File: src/sv/gb3_pkg.sv
`timescale 1ns / 1ps
package gb3_pkg;

  localparam int MAX_SIDE = 4096;
  localparam int COL_W    = $clog2(MAX_SIDE);
  localparam int SIDE_W   = COL_W + 1;
  localparam int ROW_W    = COL_W + 1;
  localparam int PIX_W    = 8;
  localparam int SUM_W    = PIX_W + 4;

  // floor(x / 9) == (x * RECIP_9) >> RECIP_SH for every x up to 9 * 255
  localparam int RECIP_W  = 13;
  localparam int RECIP_SH = 16;
  localparam logic [RECIP_W-1:0] RECIP_9 = RECIP_W'(7282);

  localparam logic [SIDE_W-1:0] SIDE_MIN   = SIDE_W'(2);
  localparam logic [SIDE_W-1:0] SIDE_MAX   = SIDE_W'(MAX_SIDE);
  localparam logic [SIDE_W-1:0] SIDE_RESET = SIDE_W'(MAX_SIDE);

  localparam logic FUNC_PIXEL = 1'b0;
  localparam logic FUNC_DRAIN = 1'b1;

  typedef logic [PIX_W-1:0] pix_t;
  typedef pix_t [2:0][2:0] win_t;  // [row][col], col 2 is the newest

  typedef struct packed {
    logic emit;
    logic pre_shift;  // result uses the window before this request shifts it
    logic do_shift;
    logic drain;
    logic at_top;
    logic at_bot;
    logic at_left;
    logic at_right;
    logic last;
  } s1_ctrl_t;

  typedef struct packed {
    logic corner;
    logic at_top;
    logic at_left;
    logic last;
  } flt_flags_t;

endpackage

File: src/sv/gb3_filter.sv
`timescale 1ns / 1ps
module gb3_filter (
  input  gb3_pkg::win_t       v,
  input  gb3_pkg::flt_flags_t flags,
  output gb3_pkg::pix_t       blurred
);
  import gb3_pkg::*;

  function automatic logic [SUM_W-1:0] ext(input pix_t p);
    ext = {{(SUM_W - PIX_W){1'b0}}, p};
  endfunction

  logic [SUM_W-1:0]            sum16;
  logic [SUM_W-1:0]            sum9;
  logic [SUM_W+RECIP_W-1:0]    prod9;
  pix_t                        edge_h;
  pix_t                        edge_v;
  pix_t                        diag;

  // full 1-2-1 kernel, divide by 16
  assign sum16 = ext(v[0][0]) + (ext(v[0][1]) << 1) + ext(v[0][2])
               + (ext(v[1][0]) << 1) + (ext(v[1][1]) << 2) + (ext(v[1][2]) << 1)
               + ext(v[2][0]) + (ext(v[2][1]) << 1) + ext(v[2][2]);

  // corners only see in-frame neighbours, weights sum to 9
  always_comb begin
    edge_h = flags.at_left ? v[1][2] : v[1][0];
    edge_v = flags.at_top ? v[2][1] : v[0][1];
    if (flags.at_top) begin
      diag = flags.at_left ? v[2][2] : v[2][0];
    end else begin
      diag = flags.at_left ? v[0][2] : v[0][0];
    end
  end

  assign sum9  = (ext(v[1][1]) << 2) + (ext(edge_h) << 1) + (ext(edge_v) << 1) + ext(diag);
  assign prod9 = {{RECIP_W{1'b0}}, sum9} * {{SUM_W{1'b0}}, RECIP_9};

  assign blurred = flags.corner ? prod9[RECIP_SH +: PIX_W] : sum16[4 +: PIX_W];

endmodule
File: config.mk
export PLATFORM = sky130hd
export DESIGN_NAME = gb3_filter
export DESIGN_NICKNAME = d
export VERILOG_FILES = /design/src/sv/gb3_pkg.sv /design/src/sv/gb3_filter.sv
export SDC_FILE = /design/constraint.sdc
export NUM_CORES = 1
export LEC_CHECK = 0
export ABC_AREA = 1
export BUFFER_PORTS_ARGS = -buffer_cell sky130_fd_sc_hd__buf_2
export CAP_MARGIN = 20
export CORE_AREA = 2 2 97 99
export DETAILED_ROUTE_END_ITERATION = 7
export DIE_AREA = 0 0 99 101
export PLACE_DENSITY = 0.85
export SLEW_MARGIN = 20
export SYNTH_ARGS = -nofsm -noshare
export SYNTH_HDL_FRONTEND = slang
export SYNTH_SLANG_ARGS = --single-unit
File: constraint.sdc
create_clock -name vclk -period 27
set_input_delay 5.4 -clock vclk [all_inputs]
set_output_delay 5.4 -clock vclk [all_outputs]
set_load 0.01 [all_outputs]
== Word-level counts from Yosys, hierarchy flattened ==
Index checks and enable logic that the tools add are counted.

* Add/sub/neg operators: 11
* Multipliers: 1
* Muxes and demuxes: 6

{| class="wikitable"
|+ Operator list
! cell !! number
|-
| 8-bit 2-to-1 mux || 6
|-
| 12-bit by 8-bit adder with 12-bit output || 3
|-
| 12-bit by 9-bit adder with 12-bit output || 3
|-
| 12-bit by 12-bit multiplier with 23-bit output, second input constant || 1
|-
| 11-bit by 9-bit adder with 12-bit output || 1
|-
| 12-bit by 10-bit adder with 12-bit output || 1
|-
| 10-bit by 8-bit adder with 11-bit output || 1
|-
| 10-bit by 9-bit adder with 11-bit output || 1
|-
| 8-bit by 9-bit adder with 10-bit output || 1
|}

* Input port bits: 76
* Output and inout port bits: 8
* Bits in registers: 0

== Logic depth before layout (Yosys ltp) ==
* Depth after elaboration: 9
* Depth in mapped cells: 43
* Depth with buffers taken out: 41

== Least setup slack after synthesis ==
No wires, ideal clock.

* Path kind: input to output
* From: input flags[1] in the netlist's numbering
* To: output blurred[7]
* Setup slack: 9797 ps
* Buffers on the path: 3
* Data required time: 21600 ps
* Arrival time: 11803 ps
* Stages: 41
* Cell sequence: buf_2 > inv_2 > clkbuf_1 > nand2_1 > nand2_1 > ha_1 > a21oi_1 > nand2_1 > a21oi_1 > nor2_1 > nor2_1 > xnor2_1 > fa_1 > ha_1 > buf_6 > a21oi_2 > o21ai_0 > a21oi_1 > [5 not listed] > inv_1 > ha_1 > inv_1 > nand2_1 > ha_1 > fa_1 > fa_1 > ha_1 > ha_1 > a21oi_1 > nor2_1 > nor2_1 > nor2_1 > nor2_1 > nand3_1 > nand2_1 > nand2_1 > o21ai_0

* Cells in the longest elaborated chain, start to end: 6
* Elaborated cells between the ends (all ways): 9

{| class="wikitable"
|+ RTL lines
! element !! RTL line !! source
|-
| from (decl) || gb3_filter.sv:4 || <nowiki>input gb3_pkg::flt_flags_t flags,</nowiki>
|-
| 8-bit 2-to-1 mux || gb3_filter.sv:27 || <nowiki>edge_h = flags.at_left ? v[1][2] : v[1][0];</nowiki>
|-
| 10-bit by 9-bit adder with 11-bit output || gb3_filter.sv:36 || <nowiki>assign sum9 = (ext(v[1][1]) << 2) + (ext(edge_h) << 1) + (ext(edge_v) << 1) + ext(diag);</nowiki>
|-
| 12-bit by 9-bit adder with 12-bit output || gb3_filter.sv:36 ||
|-
| 12-bit by 8-bit adder with 12-bit output * || gb3_filter.sv:36 ||
|-
| 12-bit by 12-bit multiplier with 23-bit output * || gb3_filter.sv:37 || <nowiki>assign prod9 = {{RECIP_W{1'b0}}, sum9} * {{SUM_W{1'b0}}, RECIP_9};</nowiki>
|-
| 8-bit 2-to-1 mux * || gb3_filter.sv:39 || <nowiki>assign blurred = flags.corner ? prod9[RECIP_SH +: PIX_W] : sum16[4 +: PIX_W];</nowiki>
|-
| to (decl) || gb3_filter.sv:5 || <nowiki>output gb3_pkg::pix_t blurred</nowiki>
|}

Mark *: on every way between the ends. The rest lies on a longest branch, timed or not.

== Worst setup path in the final report ==
* From: input flags[1] in the netlist's numbering
* To: output blurred[0]

The elaborated chain is that of the path after synthesis.

==> results.md <==
- The number of hold buffers added after cts is 0.
- The worst path uses between 60% and 70% of the clock period.
- The cell family contributing the most delay on the critical path is adder cells.
- The setup TNS is 0 ps.
- The upper clock frequency limit is roughly 0.054 GHz.
- The final wirelength is 13600 um.
- The number of vias in the routed layout is 4852.
- The largest single stage delay on the critical path is 540 ps.
- The initial antenna violation count is 0.
- The number of post-CTS setup repair buffers is 0.
- The worst setup path is captured at a primary output.
- The type of the worst min-delay path is in -> out.
- The core area is between 0.008 and 0.009 mm^2.
- Of the total synthesized cell area, the portion taken by XOR and XNOR cells is 4.63%.
- The initial core utilization is around three fifths.
- The floorplan step set the die width to 99 um.
- The worst setup timing slack at the placement stage is 8500 ps.
- The floorplan has 35 rows.
- Input and output buffers added on the ports amount to 83.
- The number of buffers and inverters on the critical path is 8.
- Once detailed placement completed, the half-perimeter wirelength came to about 12000 um.
- Summing the areas of all compound-gate instances in the mapped netlist gives 11.2% of the synthesized area.
- The highest-delay cell along the critical path is ha_1.
- 84 I/O pins were placed.
- The total iterations of the first detailed-routing run is 4.
- The first global-routing pass estimated 22400 um of wire.
- The synthesized-area fraction occupied by adder cells is 55.3%.
- The maximum fanout along the worst path is 25.
- When the netlist entered floorplanning its net count stood at between 900 and 1000.
- The worst setup path is of the in -> out kind.
- The average via count per standard cell is about 5.7.
- Registers take 0 um^2.
- Once routing completed, OpenROAD measured the worst setup slack at 8390 ps.
- The library cell appearing most often on the critical path is nand2_1.
- The average cell area after synthesis is ~7.8 um^2.
- The number of gates resized after CTS was 0.
- Subtracting the final worst setup slack from the clock period gives 18610 ps.
- Compared with the post-synthesis result, the final layout area differs by 9.60%.
- The overall fraction of global-route tracks in use is around 28%.
- The die covers 0.0100 mm^2.
- The remaining max-slew budget at the tightest pin is 66.9%.
- The number of hold-slack violations in the final timing report is 0.
- The dominant combinational cell family by area after synthesis is adder cells.
- The worst setup path is launched from a primary input.
- The first routing iteration left between 150 and 200 violations.
- The number of nets with antenna violations after routing is 0.
- The via count of the first global-routing pass was 4914.
- The antenna cell count is 0.
- The fraction of final layout cells with drive strength greater than 1 is 13.7%.
- The netlist area before placement is roughly 0.0052 mm^2.
- The simple-gate portion of the synthesized area is 18.3%.
- The number of remaining DRC errors is 0.
- Counting every instance in the synthesized netlist gives 671.
- Routability-driven placement finished with a final weighted congestion of 1.07.
- The required time of the critical path is between 20000 and 25000 ps.
- In the synthesized netlist, mux cells make up 0.573% of the area.
- Setup repair after global routing left no endpoint under its margin.
- The run finished with clean final reports.
- The overall overflow remaining after global route is 0.
- Of the synthesized area, sequential elements account for 0%.
- The final max-slew violation count came to 0.
- The number of sequential cells is 0.
- The number of endpoints failing setup at the final stage is 0.
- The count of warnings emitted by yosys is 0.
- The net count of the finished layout is 1001.
- In the final routed layout, each cell accounts on average for between 15 and 20 um.
- Max-cap violations in this run came to 0.
- The count of distinct cell types in the synthesized netlist is 44.
- Measured along the y axis, the die boundary spans 101 um.
- The largest net degree at the start of global routing is 26.
- After layout, the clock buffer instance count stands at 0.
- Data on the critical path arrives at its endpoint at 13210 ps.
- The slew at the pin with the worst max-slew slack is 497 ps.
-- worst paths after layout --
kind                     start    endpoint  slack, ps  cells after the start
worst max-delay path  flags[1]  blurred[0]       8390                     39
worst min-delay path  flags[3]  blurred[2]      11280                      4
-- cells by family after synthesis --
| family | count (synthesis) |
|---|---|
| AO/OA/AOI/OAI | 103 |
| XOR/XNOR | 23 |
| adder cells (fa/ha/maj) | 180 |
| buffers and inverters | 137 |
| multiplexers | 3 |
| AND/OR/NAND/NOR | 225 |
-- synth_stat cells, types with 2 or more instances --
cell,n,area (um^2)
inv_1,122,458
xor2_1,12,105
a21o_1,2,15.0
xnor2_1,7,61.3
o211ai_1,2,15.0
inv_2,3,11.3
nor2_1,32,120
nand3b_1,2,15.0
nor4_1,3,18.8
a21oi_2,2,17.5
a31oi_1,2,12.5
o21bai_1,3,22.5
or2_1,2,12.5
ha_1,94,1180
mux2i_1,3,30.0
xor2_2,2,32.5
o21a_1,3,22.5
o21ai_0,33,165
nand2_2,4,25.0
nor3_1,4,20.0
o21ai_1,3,15.0
fa_1,86,1720
nand4_1,8,50.1
a21oi_1,43,215
nand2_1,140,526
a32o_1,3,30.0
o22ai_1,3,18.8
nand3_2,3,30.0
nand3_1,24,120
clkbuf_1,7,26.3
-- per-layer routing --
layer,wire (um),global-route usage [%],vias to the layer above
met5,0,0,-
met4,448,8.22,0
met3,828,2.50,30
met2,7170,54.0,182
met1,5190,32.8,2338
li1,-,-,2302
-- per-stage QoR --
stage	utilization [%]	area, um^2	instances	hold slack (ps)
2_1_floorplan	-	5240	671	11120
3_3_place_gp	64.0	5740	854	11260
3_5_place_dp	64.0	5740	854	11270
4_1_cts	64.0	5740	854	11280
5_1_grt	64.0	5740	854	11310
6_report	64.0	5740	854	11280
-- cells in the final DEF, fill, tap and decap left out, types with 4 or more instances in the layout --
master	Yosys	final
nor2_1	32	32
xnor2_1	7	7
nor3_1	4	4
nand3_1	24	24
o21ai_0	33	33
buf_2	1	83
a21oi_1	43	43
xor2_1	12	12
fa_1	86	86
nand2_1	140	140
ha_1	94	94
nand2_2	4	4
nand4_1	8	8
inv_1	122	122
-- layout make-up --
| class | count | area, um^2 |
|---|---|---|
| multi-input cells | 534 | 4720 |
| fillers | 781 | 3230 |
| well taps | 111 | 139 |
| inverters | 126 | 473 |
| repair buffers | 83 | 415 |
Power is left out: the tool's default activity adds up to more than one toggle a clock period on the data nets, which glitch-free logic cannot reach.
